$ cat src/hw/rtl/avs_pkg.sv
// ----------------------------------------------------------------------------
// avs_pkg: shared types and constants for the media presentation clock
// Holds field widths, event and decision codes, register indexes and the
// command bundle that drives the serial arithmetic unit.
// ----------------------------------------------------------------------------
`timescale 1ns / 1ps
`default_nettype none

package avs_pkg;

  // Time and count widths.
  localparam int TIME_BITS  = 40;
  localparam int COUNT_BITS = 32;
  localparam int RUN_W      = TIME_BITS - 1;      // unsigned tick count range
  localparam int DIFF_W     = TIME_BITS + 1;      // signed difference of two times
  localparam int MAG_W      = DIFF_W;             // magnitude of a difference
  localparam int FRAC_BITS  = 8;                  // Q3.8 speed fraction
  localparam int QUO_W      = MAG_W + FRAC_BITS;  // scaled dividend and quotient
  localparam int SPEED_W    = 11;
  localparam int PROD_W     = RUN_W + SPEED_W;
  localparam int WIN_W      = 16;
  localparam int SRC_W      = 2;
  localparam int ACT_W      = 3;
  localparam int DEC_W      = 2;
  localparam int DELAY_W    = 40;
  localparam int IDX_W      = 2;
  localparam int CNT_W      = $clog2(QUO_W);

  // Event codes.
  localparam logic [ACT_W-1:0] ACT_TICK   = 3'd0;
  localparam logic [ACT_W-1:0] ACT_START  = 3'd1;
  localparam logic [ACT_W-1:0] ACT_PAUSE  = 3'd2;
  localparam logic [ACT_W-1:0] ACT_RESUME = 3'd3;
  localparam logic [ACT_W-1:0] ACT_RESET  = 3'd4;
  localparam logic [ACT_W-1:0] ACT_AUDIO  = 3'd5;
  localparam logic [ACT_W-1:0] ACT_VIDEO  = 3'd6;
  localparam logic [ACT_W-1:0] ACT_QUERY  = 3'd7;

  // Frame decisions.
  localparam logic [DEC_W-1:0] DEC_DISPLAY = 2'd0;
  localparam logic [DEC_W-1:0] DEC_WAIT    = 2'd1;
  localparam logic [DEC_W-1:0] DEC_SKIP    = 2'd2;

  // Master clock sources; any other code selects the tick clock.
  localparam logic [SRC_W-1:0] SRC_AUDIO = 2'd0;
  localparam logic [SRC_W-1:0] SRC_VIDEO = 2'd1;

  // Configuration register indexes.
  localparam logic [IDX_W-1:0] REG_MASTER = 2'd0;
  localparam logic [IDX_W-1:0] REG_SPEED  = 2'd1;
  localparam logic [IDX_W-1:0] REG_SYNC   = 2'd2;
  localparam logic [IDX_W-1:0] REG_SKIP   = 2'd3;

  // Register reset values and speed limits.
  localparam logic [SRC_W-1:0]   MASTER_RST = 2'd0;
  localparam logic [SPEED_W-1:0] SPEED_RST  = 11'd256;
  localparam logic [SPEED_W-1:0] SPEED_MIN  = 11'd64;
  localparam logic [SPEED_W-1:0] SPEED_MAX  = 11'd1024;
  localparam logic [WIN_W-1:0]   SYNC_RST   = 16'd40;
  localparam logic [WIN_W-1:0]   SKIP_RST   = 16'd500;

  // Commands to the serial unit.
  typedef struct packed {
    logic load_mul;
    logic step_mul;
    logic load_div;
    logic step_div;
  } avs_cmd_t;

endpackage

`default_nettype wire

$ cat src/hw/rtl/avs_serial_unit.sv
// ----------------------------------------------------------------------------
// avs_serial_unit: bit-serial multiply and divide by the playback speed
// One shift register and one narrow partial register serve both a
// shift-add multiply (one multiplier bit per cycle) and a restoring divide
// (one quotient bit per cycle).
// ----------------------------------------------------------------------------
`timescale 1ns / 1ps
`default_nettype none

module avs_serial_unit
  import avs_pkg::*;
(
  input  logic                clk,
  input  avs_cmd_t            cmd,
  input  logic [SPEED_W-1:0]  speed,
  input  logic [RUN_W-1:0]    mul_src,
  input  logic [MAG_W-1:0]    div_src,
  output logic [PROD_W-1:0]   product,
  output logic [QUO_W-1:0]    quotient
);

  logic [QUO_W-1:0]   work;
  logic [SPEED_W-1:0] part;

  logic [SPEED_W:0]   mul_sum;
  logic [SPEED_W:0]   div_shift;
  logic               div_fit;
  logic [SPEED_W:0]   div_diff;

  // Multiply step: add the speed when the next multiplier bit is set.
  assign mul_sum = {1'b0, part} + (work[0] ? {1'b0, speed} : '0);

  // Divide step: bring in the next dividend bit and try the subtraction.
  assign div_shift = {part, work[QUO_W-1]};
  assign div_fit   = div_shift >= {1'b0, speed};
  assign div_diff  = div_shift - {1'b0, speed};

  always_ff @(posedge clk) begin
    if (cmd.load_mul) begin
      work <= {{(QUO_W-RUN_W){1'b0}}, mul_src};
      part <= '0;
    end else if (cmd.step_mul) begin
      work <= {mul_sum[0], work[QUO_W-1:1]};
      part <= mul_sum[SPEED_W:1];
    end else if (cmd.load_div) begin
      work <= {div_src, {FRAC_BITS{1'b0}}};
      part <= '0;
    end else if (cmd.step_div) begin
      work <= {work[QUO_W-2:0], div_fit};
      part <= div_fit ? div_diff[SPEED_W-1:0] : div_shift[SPEED_W-1:0];
    end
  end

  // After the multiply the low product bits sit at the top of the shift register.
  assign product  = {part, work[QUO_W-1 -: RUN_W]};
  assign quotient = work;

endmodule

`default_nettype wire

$ cat src/hw/rtl/av_sync_decision_clock_top.sv
// Sequence: an accepted event passes S_POS and then S_DONE; on the tick clock it
// also passes S_MUL for the bit-serial position multiply and S_PSAT, and a
// frame query also passes S_DIFF and S_DIV for the bit-serial divide by speed.
// One event at a time: a new event is taken only in S_IDLE, after the last
// result has left S_DONE, where a stalled output holds it.
// Synchronous reset (rst) sets register defaults, clock and sequencer state.
// ----------------------------------------------------------------------------
// av_sync_decision_clock_top: media presentation clock with frame sync
// Keeps the tick count, pause flag, last audio and video times and the
// dropped-frame count, and answers display, wait or skip for frame queries.
// ----------------------------------------------------------------------------
`timescale 1ns / 1ps
`default_nettype none

module av_sync_decision_clock_top
  import avs_pkg::*;
(
  input  logic                      clk,
  input  logic                      rst,
  // Configuration writes.
  input  logic                      cfg_valid,
  output logic                      cfg_ready,
  input  logic [IDX_W-1:0]          cfg_index,
  input  logic [WIN_W-1:0]          cfg_data,
  // Event requests.
  input  logic                      in_valid,
  output logic                      in_ready,
  input  logic [ACT_W-1:0]          action,
  input  logic signed [TIME_BITS-1:0] timestamp_ms,
  // Results.
  output logic                      out_valid,
  input  logic                      out_ready,
  output logic [DEC_W-1:0]          decision,
  output logic [DELAY_W-1:0]        delay_ms,
  output logic signed [TIME_BITS-1:0] position_ms,
  output logic signed [DIFF_W-1:0]  av_difference_ms,
  output logic [COUNT_BITS-1:0]     frames_dropped
);

  localparam logic [2:0] S_IDLE = 3'd0;
  localparam logic [2:0] S_POS  = 3'd1;
  localparam logic [2:0] S_MUL  = 3'd2;
  localparam logic [2:0] S_PSAT = 3'd3;
  localparam logic [2:0] S_DIFF = 3'd4;
  localparam logic [2:0] S_DIV  = 3'd5;
  localparam logic [2:0] S_DONE = 3'd6;

  // Configuration registers.
  logic [SRC_W-1:0]   master_source;
  logic [SPEED_W-1:0] speed_q8;
  logic [WIN_W-1:0]   sync_window_ms;
  logic [WIN_W-1:0]   skip_window_ms;

  // Clock state.
  logic [RUN_W-1:0]          running_ms;
  logic                      paused;
  logic [TIME_BITS-1:0]      audio_time;
  logic [TIME_BITS-1:0]      video_time;
  logic [COUNT_BITS-1:0]     drop_count;

  // Sequencer and working registers.
  logic [2:0]                state;
  logic [CNT_W-1:0]          step_cnt;
  logic [ACT_W-1:0]          act;
  logic [TIME_BITS-1:0]      ts;
  logic [TIME_BITS-1:0]      pos;
  logic                      neg;

  avs_cmd_t                  cmd;
  logic [PROD_W-1:0]         product;
  logic [QUO_W-1:0]          quotient;

  logic                      ext_clock;
  logic                      is_query;
  logic [DIFF_W-1:0]         diff_fwd;
  logic [DIFF_W-1:0]         diff_rev;
  logic [MAG_W-1:0]          magnitude;
  logic [TIME_BITS-1:0]      pos_sat;
  logic                      wait_hit;
  logic                      skip_hit;
  logic [QUO_W-1:0]          delay_full;
  logic [DELAY_W-1:0]        delay_sat;
  logic [DIFF_W-1:0]         av_diff;
  logic [SPEED_W-1:0]        speed_wr;

  assign cfg_ready = 1'b1;
  assign in_ready  = (state == S_IDLE);

  assign ext_clock = (master_source != SRC_AUDIO) && (master_source != SRC_VIDEO);
  assign is_query  = (act == ACT_QUERY);
  assign speed_wr  = cfg_data[SPEED_W-1:0];

  // Commands to the serial unit.
  always_comb begin
    cmd.load_mul = (state == S_POS) && ext_clock;
    cmd.step_mul = (state == S_MUL);
    cmd.load_div = (state == S_DIFF);
    cmd.step_div = (state == S_DIV);
  end

  avs_serial_unit u_serial (
    .clk      (clk),
    .cmd      (cmd),
    .speed    (speed_q8),
    .mul_src  (running_ms),
    .div_src  (magnitude),
    .product  (product),
    .quotient (quotient)
  );

  // Tick clock position: product divided by 256, saturated to the time maximum.
  assign pos_sat = (|product[PROD_W-1:RUN_W+FRAC_BITS]) ? {1'b0, {RUN_W{1'b1}}}
                 : {1'b0, product[RUN_W+FRAC_BITS-1:FRAC_BITS]};

  // Frame lead over the master clock, split into sign and magnitude.
  assign diff_fwd  = {ts[TIME_BITS-1], ts} - {pos[TIME_BITS-1], pos};
  assign diff_rev  = {pos[TIME_BITS-1], pos} - {ts[TIME_BITS-1], ts};
  assign magnitude = diff_fwd[DIFF_W-1] ? diff_rev : diff_fwd;

  // Decision on the scaled lead.
  assign wait_hit   = is_query && !neg && (quotient > QUO_W'(sync_window_ms));
  assign skip_hit   = is_query && neg && (quotient > QUO_W'(skip_window_ms));
  assign delay_full = quotient - QUO_W'(sync_window_ms);
  assign delay_sat  = (|delay_full[QUO_W-1:DELAY_W]) ? {DELAY_W{1'b1}}
                    : delay_full[DELAY_W-1:0];

  // Video time minus audio time always fits the wider signed range.
  assign av_diff = {video_time[TIME_BITS-1], video_time}
                 - {audio_time[TIME_BITS-1], audio_time};

  // Configuration writes; an out-of-range speed is ignored.
  always_ff @(posedge clk) begin
    if (rst) begin
      master_source  <= MASTER_RST;
      speed_q8       <= SPEED_RST;
      sync_window_ms <= SYNC_RST;
      skip_window_ms <= SKIP_RST;
    end else if (cfg_valid && cfg_ready) begin
      case (cfg_index)
        REG_MASTER: master_source <= cfg_data[SRC_W-1:0];
        REG_SPEED: begin
          if (speed_wr >= SPEED_MIN && speed_wr <= SPEED_MAX) begin
            speed_q8 <= speed_wr;
          end
        end
        REG_SYNC: sync_window_ms <= cfg_data;
        REG_SKIP: skip_window_ms <= cfg_data;
        default: ;
      endcase
    end
  end

  // Event sequencer and clock state.
  always_ff @(posedge clk) begin
    if (rst) begin
      state      <= S_IDLE;
      out_valid  <= 1'b0;
      running_ms <= '0;
      paused     <= 1'b0;
      audio_time <= '0;
      video_time <= '0;
      drop_count <= '0;
      step_cnt   <= '0;
    end else begin
      // A result loaded in S_DONE takes over the output register instead.
      if (out_valid && out_ready && state != S_DONE) begin
        out_valid <= 1'b0;
      end
      case (state)
        S_IDLE: begin
          if (in_valid) begin
            act   <= action;
            ts    <= timestamp_ms;
            state <= S_POS;
            case (action)
              ACT_TICK: begin
                if (!paused && running_ms != {RUN_W{1'b1}}) begin
                  running_ms <= running_ms + 1'b1;
                end
              end
              ACT_START: begin
                running_ms <= '0;
                paused     <= 1'b0;
                audio_time <= '0;
                video_time <= '0;
                drop_count <= '0;
              end
              ACT_PAUSE:  paused <= 1'b1;
              ACT_RESUME: paused <= 1'b0;
              ACT_RESET: begin
                running_ms <= '0;
                audio_time <= '0;
                video_time <= '0;
              end
              ACT_AUDIO: audio_time <= timestamp_ms;
              ACT_VIDEO: video_time <= timestamp_ms;
              default: ;
            endcase
          end
        end
        // Pick the master clock, or start the position multiply.
        S_POS: begin
          step_cnt <= '0;
          if (ext_clock) begin
            state <= S_MUL;
          end else begin
            pos   <= (master_source == SRC_AUDIO) ? audio_time : video_time;
            state <= is_query ? S_DIFF : S_DONE;
          end
        end
        S_MUL: begin
          step_cnt <= step_cnt + 1'b1;
          if (step_cnt == CNT_W'(RUN_W - 1)) begin
            state <= S_PSAT;
          end
        end
        S_PSAT: begin
          pos   <= pos_sat;
          state <= is_query ? S_DIFF : S_DONE;
        end
        S_DIFF: begin
          neg      <= diff_fwd[DIFF_W-1];
          step_cnt <= '0;
          state    <= S_DIV;
        end
        S_DIV: begin
          step_cnt <= step_cnt + 1'b1;
          if (step_cnt == CNT_W'(QUO_W - 1)) begin
            state <= S_DONE;
          end
        end
        // Load the result once the output register is free.
        S_DONE: begin
          if (!out_valid || out_ready) begin
            out_valid        <= 1'b1;
            position_ms      <= pos;
            av_difference_ms <= av_diff;
            if (wait_hit) begin
              decision <= DEC_WAIT;
              delay_ms <= delay_sat;
            end else if (skip_hit) begin
              decision <= DEC_SKIP;
              delay_ms <= '0;
            end else begin
              decision <= DEC_DISPLAY;
              delay_ms <= '0;
            end
            if (skip_hit && drop_count != {COUNT_BITS{1'b1}}) begin
              drop_count     <= drop_count + 1'b1;
              frames_dropped <= drop_count + 1'b1;
            end else begin
              frames_dropped <= drop_count;
            end
            state <= S_IDLE;
          end
        end
        default: state <= S_IDLE;
      endcase
    end
  end

endmodule

`default_nettype wire
$ cat config.mk
export PLATFORM = sky130hd
export DESIGN_NAME = av_sync_decision_clock_top
export DESIGN_NICKNAME = d
export VERILOG_FILES = /design/src/hw/rtl/avs_pkg.sv /design/src/hw/rtl/avs_serial_unit.sv /design/src/hw/rtl/av_sync_decision_clock_top.sv
export SDC_FILE = /design/constraint.sdc
export NUM_CORES = 1
export LEC_CHECK = 0
export BUFFER_PORTS_ARGS = -buffer_cell sky130_fd_sc_hd__clkbuf_2
export CORE_ASPECT_RATIO = 1.25
export CORE_UTILIZATION = 35
export CTS_BUF_LIST = sky130_fd_sc_hd__clkbuf_8 sky130_fd_sc_hd__clkbuf_16
export DETAILED_ROUTE_END_ITERATION = 16
export GPL_TIMING_DRIVEN = 0
export PLACE_DENSITY_LB_ADDON = 0.1
export SLEW_MARGIN = 20
export SYNTH_ARGS = -nofsm -noshare
export SYNTH_HDL_FRONTEND = slang
export SYNTH_SLANG_ARGS = --single-unit
$ cat constraint.sdc
create_clock -name clk -period 17 [get_ports clk]
set_input_delay 5.1 -clock clk [delete_from_list [all_inputs] [get_ports clk]]
set_output_delay 5.1 -clock clk [all_outputs]
set_load 0.01 [all_outputs]
==> impl_metrics.csv <==
group,metric,value,unit
synthesis,synth-main-ff-cell,"edfxtp_1",
cts,cts_resized,0,
pwr,power.leakage,13.5,nW
job,drv_cap,0,
floorplan,initial_core_util,0.355,
sta,relSlewSlack,0.144,
critical_path,start_kind,"input port",
critical_path,cp_slowest_stage_delay,0.61,ns
sta,fin_crit_sh,0.436,
synthesis,ys_seq_elements,506,
critical_path,path_depth,8,
status,outcome,"complete, no violations",
synthesis,synth-edff-count,278,
floorplan,rows,119,
synthesis,syn_nets,3635,
cts,cts.htree.levels,2,
cts,clock_sinks,506,
synthesis,synth_area_leaders,"edfxtp_1 (28%), dfxtp_1 (15%), ha_1 (7.5%)",
place,placed_cells,4707,
synthesis,postSynthCellCount,3384,
route,wirelength,108000,µm
critical_path,critPathBufInv,7,
global_route,grt_util_all_layers,0.246,
synthesis,synth_area_leader_cell,"edfxtp_1",
route,wl_per_cell,22.4,µm
sta,max_slew.worst_pin.slew,1.25,ns
synthesis,yosysWarningCount,0,
global_route,grt_pass1_vias,25795,
critical_path,cp-startpoint,"rst",
sta,skew,0.0339,ns
critical_path,crit_top_cell,"clkbuf_1",
route,vias,26206,
route,drt_first_pass_iters,5,
sta,finalHoldViolCount,0,
global_route,antenna_found_initial,3,
final_layout,regArea,0.0129,mm²
cts,cts_tree,"done",
hold_path,hold_path_class,"reg2reg",
synthesis,postSynthAreaPerCell,8.85,µm²
cts,insertion_delay,0.66,ns
cts,clk_path_buf_depth,3,
sta,drv_slew,0,
pwr,power_density,116,mW/mm²
final_layout,fin_nets,3928,
floorplan,num_io_pins,224,
floorplan,die_h,329,µm
critical_path,worst_ep_arrival_time,7.74,ns
global_route,gr-max-usage-layer,"met2",
global_route,use_met2,0.447,
cts,numCtsBuffers,57,
final_layout,multi_input_comb_area,0.0154,mm²
global_route,grt_max_degree,51,
critical_path,path_cells,"clkbuf_1, or3_1, clkbuf_1, inv_1, clkbuf_1, clkbuf_4, buf_12, buf_16",
floorplan,fp.dieW,264,µm
place,io_buffers,221,
sta,tns,0,ns
synthesis,synthDistinctLibCells,81,
route,postRouteAntennaNets,0,
critical_path,crit_family,"buffers and inverters",
synthesis,seq_area_frac_synth,0.431,
final_layout,nFillCells,8593,
global_route,grt_pass1_wl,162000,µm
synthesis,netlist.area_leader.share,0.279,
cts,root_buffer,"clkbuf_16",
critical_path,rr_startpoint,"pos[27]$_DFFE_PP_",
cts,post-cts-setup-buffer-count,0,
global_route,globalRouteMet1Util,0.296,
sta,fin_crit,7.42,ns
critical_path,crit_fanout,50,
sta,setup_violations,0,
route,first_iter_violations,1868,
route,vias_per_cell,5.44,
critical_path,r2r_setup_slack,12.05,ns
hold_path,hold_depth,2,
critical_path,required,17.32,ns
floorplan,dieArea,0.0868,mm²
final_layout,final-instance-count-excl-fill,4818,
synthesis,synth_area,0.0300,mm²
critical_path,worstSetupEndpointType,"flop",
hold_path,hold_path.startpoint,"sync_window_ms[10]$_SDFFE_PP0P_",
critical_path,crit_path_top_delay_cell,"clkbuf_4",
pwr,power.total,0.00400,W
cts,cts_hold_buf,0,
hold_path,whs_endpoint,"sync_window_ms[10]$_SDFFE_PP0P_",
global_route,grt_use_met3,0.0316,
critical_path,worstSetupPathType,"in2reg",
final_layout,drive_above_1_share,0.104,
sta,max_freq,0.135,GHz
critical_path,r2r_end,"u_serial.quotient[11]$_DFFE_PP_",
synthesis,synthArstFlopShare,0,
final_layout,synthToLayoutAreaGrowth,15.4,%
place,gp_congestion,0.916,
floorplan,coreArea,0.0844,mm²
sta,rsz0062_at_grt,"false",
critical_path,r2r_cells,14,
cts,clk_pin_slew,0.06,ns
global_route,grt_overflow,0,
sta,fin_hold_ws,0.457,ns
route,drc_errors,0,
pwr,max-vdd-ir-drop,0.0000809,V
place,place_hpwl,85900,µm
power by group:
group | leakage, nW | internal [W] | switching (W)
Combinational | 8.14 | 0.000434 | 0.000738
Clock | 0.983 | 0.000719 | 0.000552
Sequential | 4.42 | 0.00141 | 0.000141
worst min-delay path, cell delays in order (launching register included):
cell and delay, ns:
dfxtp_1 0.31, nand2_1 0.05, a21oi_1 0.05
worst max path at each step:
stage | end | slack [ns]
after floorplan | av_difference_ms[0]$_DFFE_PP_ | 5.92
after global placement | av_difference_ms[23]$_DFFE_PP_ | 3.03
after detailed placement | av_difference_ms[23]$_DFFE_PP_ | 8.84
after CTS | av_difference_ms[20]$_DFFE_PP_ | 9.53
after global routing | av_difference_ms[20]$_DFFE_PP_ | 9.40
final | av_difference_ms[23]$_DFFE_PP_ | 9.58
cell type report:
type                    count  share of cell area
clock buffers              63              0.0440
repair buffers            234              0.0376
diodes                      4            0.000290
clock inverters            44              0.0110
well taps                1089              0.0394
inverters                 225              0.0244
flip-flops and latches    506               0.374
multi-input cells        2451               0.446
plain buffers             202              0.0236
stage by stage:
step            util  setup slack (ns)  cell area, µm²
6_report       0.409              9.58           34600
5_1_grt        0.409              9.40           34600
4_1_cts        0.409              9.53           34600
3_5_place_dp   0.387              8.84           32700
3_3_place_gp   0.384              3.03           32400
2_1_floorplan      -              5.92           30000
layer usage:
layer  vias up  routed length (µm)  part of all wire
met2       727               54500              0.50
li1      12780                   -                 -
met3       173                4920             0.045
met4         2                3950             0.037
met1     12524               44700              0.41
met5         -                   9          0.000083
placed cells by master, fill, tap and decap left out, types with 141 or more instances in the layout:
cell      instances
dfxtp_1         228
clkbuf_2        223
nand2_1         343
inv_1           239
nor2_1          334
clkbuf_1        173
a21oi_1         295
a31oi_1         141
edfxtp_1        278
o21ai_0         149
ha_1            179
sequential cells by signal, summed over array words and instances (netlist names), 6 cells and up:
signal and count:
sync_window_ms 16, u_serial.part 11, delay_ms 40, step_cnt 6, pos 40, u_serial.quotient 49
running_ms 39, drop_count 32, skip_window_ms 16, position_ms 40, frames_dropped 32, video_time 40
ts 40, av_difference_ms 41, audio_time 40, speed_q8 11
Yosys cell counts, drive strengths merged, types with 5 or more instances:
library cell and count:
dfxtp 228, or2 15, or3 25, mux2i 28, nand3b 7, o21bai 24, or4 6, o221ai 7
fa 6, nor2 335, o22ai 12, a211oi 23, o311ai 5, clkbuf 176, nor3b 7, a21boi 7
nand4 48, nor4 22, a22oi 57, buf 26, a211o 11, nand2b 25, a21oi 296, a31oi 141
o21ai 152, and2 11, nor2b 30, and4 12, o211ai 20, nand3 116, o31ai 19, o21a 21
a22o 7, ha 179, xor2 55, and3 39, xnor2 124, nand2 343, mux2 10, edfxtp 278
inv 225, nor3 58, a21o 78, a221oi 26
logic make-up after synthesis:
| logic type | after synthesis | synth area share |
|---|---|---|
| flip-flops | 506 | 0.431 |
| XOR/XNOR | 179 | 0.0523 |
| AND/OR/NAND/NOR | 1099 | 0.170 |
| adder cells (fa/ha/maj) | 185 | 0.0788 |
| buffers and inverters | 427 | 0.0553 |
| other | 1 | 0.000125 |
| multiplexers | 38 | 0.0131 |
| AO/OA/AOI/OAI | 949 | 0.199 |
Note: power is estimated with default switching activity, not from simulation.
